==> config.mk <==
export PLATFORM = sky130hd
export DESIGN_NAME = circular_char_deque
export DESIGN_NICKNAME = d
export VERILOG_FILES = /design/src/cdq_pkg.sv /design/src/cdq_ram.sv /design/src/cdq_front.sv /design/src/cdq_back.sv /design/src/circular_char_deque.sv
export SDC_FILE = /design/constraint.sdc
export NUM_CORES = 1
export LEC_CHECK = 0
export ABC_AREA = 1
export BUFFER_PORTS_ARGS = -buffer_cell sky130_fd_sc_hd__buf_2
export CAP_MARGIN = 20
export CORE_ASPECT_RATIO = 0.7
export CORE_UTILIZATION = 25
export CTS_BUF_LIST = sky130_fd_sc_hd__clkbuf_16
export CTS_CLUSTER_SIZE = 16
export DETAILED_ROUTE_END_ITERATION = 8
export PLACE_DENSITY = 0.42
export SYNTH_ARGS = -nofsm -noshare
export SYNTH_HDL_FRONTEND = slang
export SYNTH_SLANG_ARGS = --single-unit
export TNS_END_PERCENT = 10
==> constraint.sdc <==
create_clock -name clk -period 4.1 [get_ports clk]
set_input_delay 0.615 -clock clk [delete_from_list [all_inputs] [get_ports clk]]
set_output_delay 0.615 -clock clk [all_outputs]
set_load 0.01 [all_outputs]
==> src/cdq_pkg.sv <==
`timescale 1ns / 1ps
package cdq_pkg;

  localparam logic [3:0] CMD_PUSH_REAR  = 4'd0;
  localparam logic [3:0] CMD_POP        = 4'd1;
  localparam logic [3:0] CMD_PEEK       = 4'd2;
  localparam logic [3:0] CMD_PUSH_FRONT = 4'd3;
  localparam logic [3:0] CMD_MEMBER     = 4'd4;
  localparam logic [3:0] CMD_READ_OFF   = 4'd5;
  localparam logic [3:0] CMD_WRITE_OFF  = 4'd6;
  localparam logic [3:0] CMD_OVERWRITE  = 4'd7;
  localparam logic [3:0] CMD_CLEAR      = 4'd8;

  localparam logic [7:0] EMPTY_POP_BYTE = 8'h20;

  typedef enum logic [3:0] {
    OP_PUSH_REAR,
    OP_POP,
    OP_PEEK,
    OP_PUSH_FRONT,
    OP_MEMBER,
    OP_READ_OFF,
    OP_WRITE_OFF,
    OP_OVERWRITE,
    OP_CLEAR,
    OP_NOP
  } op_t;

  typedef struct packed {
    op_t        op;
    logic [7:0] data;
    logic [3:0] index;
  } cmd_item_t;

endpackage

==> src/cdq_ram.sv <==
`timescale 1ns / 1ps
module cdq_ram #(
  parameter int WIDTH = 8,
  parameter int DEPTH = 16
) (
  input  logic                     clk,
  input  logic                     we,
  input  logic [$clog2(DEPTH)-1:0] waddr,
  input  logic [WIDTH-1:0]         wdata,
  input  logic [$clog2(DEPTH)-1:0] raddr,
  output logic [WIDTH-1:0]         rdata
);

  logic [WIDTH-1:0] mem [DEPTH];

  always_ff @(posedge clk) begin
    if (we) begin
      mem[waddr] <= wdata;
    end
    rdata <= mem[raddr];
  end

endmodule

==> src/cdq_front.sv <==
`timescale 1ns / 1ps
module cdq_front (
  input  logic               clk,
  input  logic               rst_n,
  input  logic               in_valid,
  output logic               in_stall,
  input  logic [3:0]         in_command,
  input  logic [7:0]         in_data_in,
  input  logic [3:0]         in_index,
  input  logic               busy,
  output logic               q_valid,
  output cdq_pkg::cmd_item_t q_item,
  input  logic               q_pop
);

  cdq_pkg::cmd_item_t mem_r [2];
  logic               wr_r, wr_nxt;
  logic               rd_r, rd_nxt;
  logic [1:0]         cnt_r, cnt_nxt;
  logic               accept;
  cdq_pkg::cmd_item_t new_item;

  always_comb begin
    new_item.data  = in_data_in;
    new_item.index = in_index;
    case (in_command)
      cdq_pkg::CMD_PUSH_REAR:  new_item.op = cdq_pkg::OP_PUSH_REAR;
      cdq_pkg::CMD_POP:        new_item.op = cdq_pkg::OP_POP;
      cdq_pkg::CMD_PEEK:       new_item.op = cdq_pkg::OP_PEEK;
      cdq_pkg::CMD_PUSH_FRONT: new_item.op = cdq_pkg::OP_PUSH_FRONT;
      cdq_pkg::CMD_MEMBER:     new_item.op = cdq_pkg::OP_MEMBER;
      cdq_pkg::CMD_READ_OFF:   new_item.op = cdq_pkg::OP_READ_OFF;
      cdq_pkg::CMD_WRITE_OFF:  new_item.op = cdq_pkg::OP_WRITE_OFF;
      cdq_pkg::CMD_OVERWRITE:  new_item.op = cdq_pkg::OP_OVERWRITE;
      cdq_pkg::CMD_CLEAR:      new_item.op = cdq_pkg::OP_CLEAR;
      default:                 new_item.op = cdq_pkg::OP_NOP;
    endcase
  end

  assign in_stall = (cnt_r == 2'd2) || busy;
  assign accept   = in_valid && !in_stall;
  assign q_valid  = (cnt_r != 2'd0);
  assign q_item   = mem_r[rd_r];

  always_comb begin
    wr_nxt  = accept ? !wr_r : wr_r;
    rd_nxt  = q_pop ? !rd_r : rd_r;
    cnt_nxt = cnt_r + 2'(accept) - 2'(q_pop);
  end

  always_ff @(posedge clk) begin
    if (!rst_n) begin
      wr_r  <= 1'b0;
      rd_r  <= 1'b0;
      cnt_r <= 2'd0;
    end else begin
      wr_r  <= wr_nxt;
      rd_r  <= rd_nxt;
      cnt_r <= cnt_nxt;
    end
    if (accept) begin
      mem_r[wr_r] <= new_item;
    end
  end

endmodule

==> src/cdq_back.sv <==
`timescale 1ns / 1ps
module cdq_back #(
  parameter int SLOTS = 16
) (
  input  logic               clk,
  input  logic               rst_n,
  input  logic               q_valid,
  input  cdq_pkg::cmd_item_t q_item,
  output logic               q_pop,
  output logic               busy,
  output logic               out_valid,
  input  logic               out_stall,
  output logic [7:0]         out_data_out,
  output logic               out_found,
  output logic               out_error,
  output logic [3:0]         out_count,
  output logic               out_empty_res,
  output logic               out_full_res
);

  localparam int AW = $clog2(SLOTS);
  localparam logic [AW-1:0] LAST = AW'(SLOTS - 1);

  typedef enum logic [2:0] {
    S_INIT, S_IDLE, S_READ, S_SRCH, S_SCMP, S_CLR, S_FIN
  } state_t;

  state_t             state_r, state_nxt;
  cdq_pkg::cmd_item_t item_r, item_nxt;
  logic [AW-1:0]      front_r, front_nxt;
  logic [AW-1:0]      rear_r, rear_nxt;
  logic [AW-1:0]      scan_r, scan_nxt;
  logic [AW-1:0]      left_r, left_nxt;
  logic [AW-1:0]      init_r, init_nxt;
  logic [7:0]         dout_r, dout_nxt;
  logic               found_r, found_nxt;
  logic               err_r, err_nxt;
  logic               ov_r, ov_nxt;
  logic [7:0]         o_data_r;
  logic               o_found_r, o_err_r, o_empty_r, o_full_r;
  logic [3:0]         o_count_r;
  logic               o_load;

  logic               ram_we;
  logic [AW-1:0]      ram_waddr, ram_raddr;
  logic [7:0]         ram_wdata, ram_rdata;

  logic [AW-1:0]      idx_tbl [16];
  logic [AW-1:0]      front_inc, front_dec, rear_inc, off_pos;
  logic [AW:0]        off_sum, held_w;
  logic [AW-1:0]      held;
  logic               is_empty, is_full;

  function automatic logic [AW-1:0] wrap_inc(input logic [AW-1:0] p);
    return (p == LAST) ? '0 : p + AW'(1);
  endfunction

  for (genvar g = 0; g < 16; g++) begin : g_idx
    assign idx_tbl[g] = AW'(g % SLOTS);
  end

  cdq_ram #(.WIDTH(8), .DEPTH(SLOTS)) u_ram (
    .clk   (clk),
    .we    (ram_we),
    .waddr (ram_waddr),
    .wdata (ram_wdata),
    .raddr (ram_raddr),
    .rdata (ram_rdata)
  );

  assign front_inc = wrap_inc(front_r);
  assign front_dec = (front_r == '0) ? LAST : front_r - AW'(1);
  assign rear_inc  = wrap_inc(rear_r);
  assign off_sum   = {1'b0, front_r} + {1'b0, idx_tbl[q_item.index]};
  assign off_pos   = (off_sum >= (AW+1)'(SLOTS)) ? AW'(off_sum - (AW+1)'(SLOTS))
                                                 : AW'(off_sum);
  assign held_w    = (rear_r >= front_r) ? {1'b0, rear_r} - {1'b0, front_r}
                     : {1'b0, rear_r} + (AW+1)'(SLOTS) - {1'b0, front_r};
  assign held      = AW'(held_w);
  assign is_empty  = (front_r == rear_r);
  assign is_full   = (rear_inc == front_r);
  assign busy      = (state_r == S_INIT);
  assign o_load    = (state_r == S_FIN) && (!ov_r || !out_stall);

  always_comb begin
    state_nxt = state_r;
    item_nxt  = item_r;
    front_nxt = front_r;
    rear_nxt  = rear_r;
    scan_nxt  = scan_r;
    left_nxt  = left_r;
    init_nxt  = init_r;
    dout_nxt  = dout_r;
    found_nxt = found_r;
    err_nxt   = err_r;
    ov_nxt    = (ov_r && out_stall) || o_load;
    ram_we    = 1'b0;
    ram_waddr = front_r;
    ram_wdata = 8'h00;
    ram_raddr = scan_r;
    q_pop     = 1'b0;
    case (state_r)
      S_INIT: begin
        ram_we    = 1'b1;
        ram_waddr = init_r;
        if (init_r == LAST) begin
          state_nxt = S_IDLE;
        end else begin
          init_nxt = init_r + AW'(1);
        end
      end
      S_IDLE: begin
        if (q_valid) begin
          q_pop     = 1'b1;
          item_nxt  = q_item;
          dout_nxt  = 8'h00;
          found_nxt = 1'b0;
          err_nxt   = 1'b0;
          state_nxt = S_FIN;
          case (q_item.op)
            cdq_pkg::OP_PUSH_REAR: begin
              if (is_full) begin
                err_nxt = 1'b1;
              end else begin
                ram_we    = 1'b1;
                ram_waddr = rear_inc;
                ram_wdata = q_item.data;
                rear_nxt  = rear_inc;
              end
            end
            cdq_pkg::OP_POP: begin
              if (is_empty) begin
                err_nxt  = 1'b1;
                dout_nxt = cdq_pkg::EMPTY_POP_BYTE;
              end else begin
                front_nxt = front_inc;
                ram_raddr = front_inc;
                state_nxt = S_READ;
              end
            end
            cdq_pkg::OP_PEEK: begin
              ram_raddr = front_inc;
              state_nxt = S_READ;
            end
            cdq_pkg::OP_PUSH_FRONT: begin
              if (is_full) begin
                err_nxt = 1'b1;
              end else begin
                ram_we    = 1'b1;
                ram_waddr = front_r;
                ram_wdata = q_item.data;
                front_nxt = front_dec;
              end
            end
            cdq_pkg::OP_MEMBER: begin
              if (!is_empty) begin
                scan_nxt  = front_inc;
                left_nxt  = held;
                state_nxt = S_SRCH;
              end
            end
            cdq_pkg::OP_READ_OFF: begin
              ram_raddr = off_pos;
              state_nxt = S_READ;
            end
            cdq_pkg::OP_WRITE_OFF: begin
              ram_we    = 1'b1;
              ram_waddr = off_pos;
              ram_wdata = q_item.data;
            end
            cdq_pkg::OP_OVERWRITE: begin
              ram_we    = 1'b1;
              ram_waddr = rear_r;
              ram_wdata = q_item.data;
            end
            cdq_pkg::OP_CLEAR: begin
              state_nxt = S_CLR;
            end
            default: begin
              state_nxt = S_FIN;
            end
          endcase
        end
      end
      S_READ: begin
        dout_nxt  = ram_rdata;
        state_nxt = S_FIN;
        if (item_r.op == cdq_pkg::OP_POP) begin
          ram_we    = 1'b1;
          ram_waddr = front_r;
        end
      end
      S_SRCH: begin
        state_nxt = S_SCMP;
      end
      S_SCMP: begin
        if (ram_rdata == item_r.data) begin
          found_nxt = 1'b1;
          state_nxt = S_FIN;
        end else if (left_r == AW'(1)) begin
          state_nxt = S_FIN;
        end else begin
          scan_nxt  = wrap_inc(scan_r);
          left_nxt  = left_r - AW'(1);
          state_nxt = S_SRCH;
        end
      end
      S_CLR: begin
        if (is_empty) begin
          state_nxt = S_FIN;
        end else begin
          front_nxt = front_inc;
          ram_we    = 1'b1;
          ram_waddr = front_inc;
        end
      end
      S_FIN: begin
        if (o_load) begin
          state_nxt = S_IDLE;
        end
      end
      default: begin
        state_nxt = S_IDLE;
      end
    endcase
  end

  always_ff @(posedge clk) begin
    if (!rst_n) begin
      state_r <= S_INIT;
      front_r <= '0;
      rear_r  <= '0;
      init_r  <= '0;
      ov_r    <= 1'b0;
    end else begin
      state_r <= state_nxt;
      front_r <= front_nxt;
      rear_r  <= rear_nxt;
      init_r  <= init_nxt;
      ov_r    <= ov_nxt;
    end
    item_r  <= item_nxt;
    scan_r  <= scan_nxt;
    left_r  <= left_nxt;
    dout_r  <= dout_nxt;
    found_r <= found_nxt;
    err_r   <= err_nxt;
    if (o_load) begin
      o_data_r  <= dout_r;
      o_found_r <= found_r;
      o_err_r   <= err_r;
      o_count_r <= 4'(held);
      o_empty_r <= is_empty;
      o_full_r  <= is_full;
    end
  end

  assign out_valid     = ov_r;
  assign out_data_out  = o_data_r;
  assign out_found     = o_found_r;
  assign out_error     = o_err_r;
  assign out_count     = o_count_r;
  assign out_empty_res = o_empty_r;
  assign out_full_res  = o_full_r;

endmodule

==> src/circular_char_deque.sv <==
`timescale 1ns / 1ps
// Byte deque on a ring of SLOTS entries, one slot always kept free, so it holds at most
// SLOTS-1 bytes. Each command word yields exactly one result word with the data byte and
// the count, empty and full status after the command. Command words enter a two-entry
// queue and are executed one at a time by a sequencer around a single-port-write,
// registered-read RAM. Push rear, push front, write at offset, overwrite newest, unused
// commands and failed pushes or pops go straight to the result; pop, peek and read at
// offset first pass a RAM read state; a member search reads and compares held entries
// until a match or the last one; clear zeroes held entries one at a time. After reset
// the RAM is zeroed one entry a cycle, and no word is accepted until that pass ends.
module circular_char_deque #(
  parameter int SLOTS = 16
) (
  input  logic       clk,
  input  logic       rst_n,
  input  logic       in_valid,
  output logic       in_stall,
  input  logic [3:0] in_command,
  input  logic [7:0] in_data_in,
  input  logic [3:0] in_index,
  output logic       out_valid,
  input  logic       out_stall,
  output logic [7:0] out_data_out,
  output logic       out_found,
  output logic       out_error,
  output logic [3:0] out_count,
  output logic       out_empty_res,
  output logic       out_full_res
);

  cdq_pkg::cmd_item_t q_item;
  logic               q_valid;
  logic               q_pop;
  logic               busy;

  cdq_front u_front (
    .clk        (clk),
    .rst_n      (rst_n),
    .in_valid   (in_valid),
    .in_stall   (in_stall),
    .in_command (in_command),
    .in_data_in (in_data_in),
    .in_index   (in_index),
    .busy       (busy),
    .q_valid    (q_valid),
    .q_item     (q_item),
    .q_pop      (q_pop)
  );

  cdq_back #(.SLOTS(SLOTS)) u_back (
    .clk           (clk),
    .rst_n         (rst_n),
    .q_valid       (q_valid),
    .q_item        (q_item),
    .q_pop         (q_pop),
    .busy          (busy),
    .out_valid     (out_valid),
    .out_stall     (out_stall),
    .out_data_out  (out_data_out),
    .out_found     (out_found),
    .out_error     (out_error),
    .out_count     (out_count),
    .out_empty_res (out_empty_res),
    .out_full_res  (out_full_res)
  );

`ifndef NO_ASSERTIONS
  a_not_empty_and_full: assert property (@(posedge clk) disable iff (!rst_n)
    out_valid |-> !(out_empty_res && out_full_res))
    else $error("result reports empty and full together");

  a_error_data: assert property (@(posedge clk) disable iff (!rst_n)
    (out_valid && out_error) |->
      (out_data_out == cdq_pkg::EMPTY_POP_BYTE || out_data_out == 8'h00))
    else $error("error result carries an unexpected data byte");

  a_found_clean: assert property (@(posedge clk) disable iff (!rst_n)
    (out_valid && out_found) |-> (!out_error && out_data_out == 8'h00))
    else $error("member match reported together with error or data");

  a_empty_count: assert property (@(posedge clk) disable iff (!rst_n)
    (out_valid && out_empty_res) |-> (out_count == 4'd0))
    else $error("empty result with a nonzero count");
`endif

endmodule

==> flow_summary.ini <==
[outcome]
status = finished clean

[worst_setup_path]
cp_common_cell = nand2_1
start_kind = flip-flop
path_class = flip-flop to flip-flop
cp-end-kind = flip-flop
path_cells = inv_1 -> ha_1 -> nand2_1 -> nor2_1 -> nand2_2 -> o21ai_0 -> o221ai_1 -> inv_1 -> nand2_1 -> o21ai_0 -> nand2_1 -> nor2_1
critPathSlowestCell = nor2_1
cp_data_required_time_ps = 4280
cp_max_fo = 13
arrival_ps = 3940
slowest_delay_ps = 660

[cells_and_area]
area_growth_syn_to_layout_pct = 15.85
fill_cells = 4636
final_nets = 1238
final_layout_size_suffix_gt1_frac = 0.1287
diodes = 0

[yosys]
synth_area_leader_cell = edfxtp_1
synth_area_um2 = 11240
ys_types = 44
syn_area_per_cell_um2 = 9.896
synth_cells = 1136
synth_top_area_frac = 0.5503
synth-seq-cells = 235
synthTopCellsByArea = edfxtp_1, nand3_1, nand2_1, inv_1, dfxtp_1
ys.flop_type = edfxtp_1
synthArstFlopShare = 0
yosysSeqAreaShare = 0.6019
synth_commonest_cells = edfxtp_1, nand2_1, inv_1
syn_nets = 1174
ys_warn_count = 0
yosysMostFrequentCell = edfxtp_1
synth_edf_count = 206

[sta]
final-setup-viol-count = 0
period_share = 0.9183
tns_ps = 0
fin_skew_ps = 25.55
rsz0062_at_grt = no
finalHoldViolations = 0
maxSlewHeadroom = 0.4113
fin_ws_ps = 335.0
fin_crit_ps = 3765
worst-slew-pin-transition_ps = 881.3
fmax_ghz = 0.2656
slew_viol_final = 0

[floorplanning]
rows = 64
dieHeight_um = 179.4
num_io_pins = 38
core-area_um2 = 44040
die_w_um = 255.5
die-area_um2 = 45830
start_util = 0.2553

[power_and_ir_drop]
powerDensity_nw_per_um2 = 381.8
power_leakage_nw = 5.389
peakVddDrop_mv = 0.2762

[clocking]
cts_tree = built
cts_setup_buffers = 0
htree_num_levels = 1
ctsLongestPathBuffers = 3
cts_sinks = 235
numCtsBuffers = 26
cts_resized = 0
clk-insertion-delay-late_ps = 550
clk_pin_slew_ps = 60
cts_hold_buffers = 0
cts-root-buf = clkbuf_16

[placed_design]
port_buffers = 37
dp_slack_ps = 371.2
routabilityCongestion = 0.8948
dp_hpwl_um = 21630

[flow_run]
drv_cap = 0

[route]
antenna_left = 0
first_iter_violations = 714
routed_via_density = 4.427
drt-pass1-iter-count = 5
remaining_drc_errors = 0
wl_per_cell_um = 17.40
vias = 8030
postRouteWirelength_um = 31560

[global_routing]
antenna_found_initial = 0
overflow = 0
grtUsageTotal = 0.1369
grt_first_pass_wirelength_um = 48200
grt_max_degree = 65
grt_pass1_vias = 7415

[worst_hold_path]
hold_path_class = input port to flip-flop
cell usage in the layout (no fill, tap or decap), types with 3 or more instances in the layout:
master     Yosys  routed
nand2_2        8       8
clkbuf_16      0      27
nand4_1        9       9
xor2_1         8       8
edfxtp_1     206     206
dfxtp_1       29      29
buf_2         18      37
a21oi_1       28      28
ha_1          16      16
nand2_4        6       6
nand3_1      173     173
clkinv_2       0       3
buf_4          7      35
nor2_2         4       7
nand3b_1      33      33
inv_2          9       9
nand2_1      205     205
clkinv_1       1       3
o21ai_1        3       3
o21ai_0       47      47
xnor2_1       14      14
nor3_1         6       6
nor2_1        79      76
or2_2         12      12
inv_1        176     188
critical path, delay by kind of cell (launching register included):
kind / cells / cell delay (ps)
flip-flops: 1 / 610
AND/OR/NAND/NOR: 6 / 1400
buffers and inverters: 2 / 330
adder cells (fa/ha/maj): 1 / 400
AO/OA/AOI/OAI: 3 / 650
metrics by stage:
stage                     utilization  hold WS [ps]  cells  cell area [µm²]  total power, mW
final                          0.2957         273.5   1814            13020            4.973
after global routing           0.2957         254.9   1814            13020            5.141
after CTS                      0.2956         246.1   1814            13020            5.043
after detailed placement       0.2770         419.5   1766            12200            2.746
after global placement         0.2770         412.1   1766            12200            2.748
after floorplan                     -         400.3   1136            11240            2.707
kinds of logic after synthesis:
logic type | synth area share
adders and majority gates | 0.02137
DFF | 0.6019
buffers and inverters | 0.08369
and+or+nand+nor | 0.2267
AOI/OAI and AO/OA | 0.04919
xor gates and xnor gates | 0.01714
worst paths after layout:
path,startpoint,endpoint,slack [ps],cells past startpoint
min,in_index[0],u_front.mem_r[0][0],270,1
max,u_back.front_r[2],u_back.u_ram.mem[9][6],330,12
max reg2reg,u_back.front_r[2],u_back.u_ram.mem[9][6],330,12
min reg2reg,u_back.dout_r[4],u_back.out_data_out[4],430,0
sequential cells by signal, summed over array words and instances, names as in the netlist, 2 cells and up, named ones only:
signal / flops
u_back.dout_r: 8
u_back.front_r: 4
u_back.init_r: 4
u_back.item_r: 12
u_back.left_r: 4
u_back.out_count: 4
u_back.out_data_out: 8
u_back.rear_r: 4
u_back.scan_r: 4
u_back.state_r: 3
u_back.u_ram.mem: 128
u_back.u_ram.rdata: 8
u_front.cnt_r: 2
u_front.mem_r: 32
report_power, final:
| group | switching (mW) | internal [mW] | leakage [nW] |
|---|---|---|---|
| Sequential | 0.00828 | 2.60 | 2.12 |
| Combinational | 0.0571 | 0.0278 | 2.82 |
| Clock | 0.968 | 1.31 | 0.444 |
layout make-up:
class                   instances  area (µm²)  area share
repair buffers                 72       447.9     0.03439
inverters                     187       704.4     0.05409
multi-input cells             678        3542      0.2720
flip-flops and latches        235        6766      0.5196
clock inverters                21       143.9     0.01105
well taps                     594       743.2     0.05707
clock buffers                  27       675.6     0.05188
metal layers:
metal,up-vias,track usage,share of wire
li1,3923,-,-
met1,3845,0.2331,0.56
met2,225,0.1725,0.37
met3,37,0.02059,0.053
met4,0,0.02994,0.019
met5,-,0,0
No activity file was read; power rests on OpenSTA's default activity.
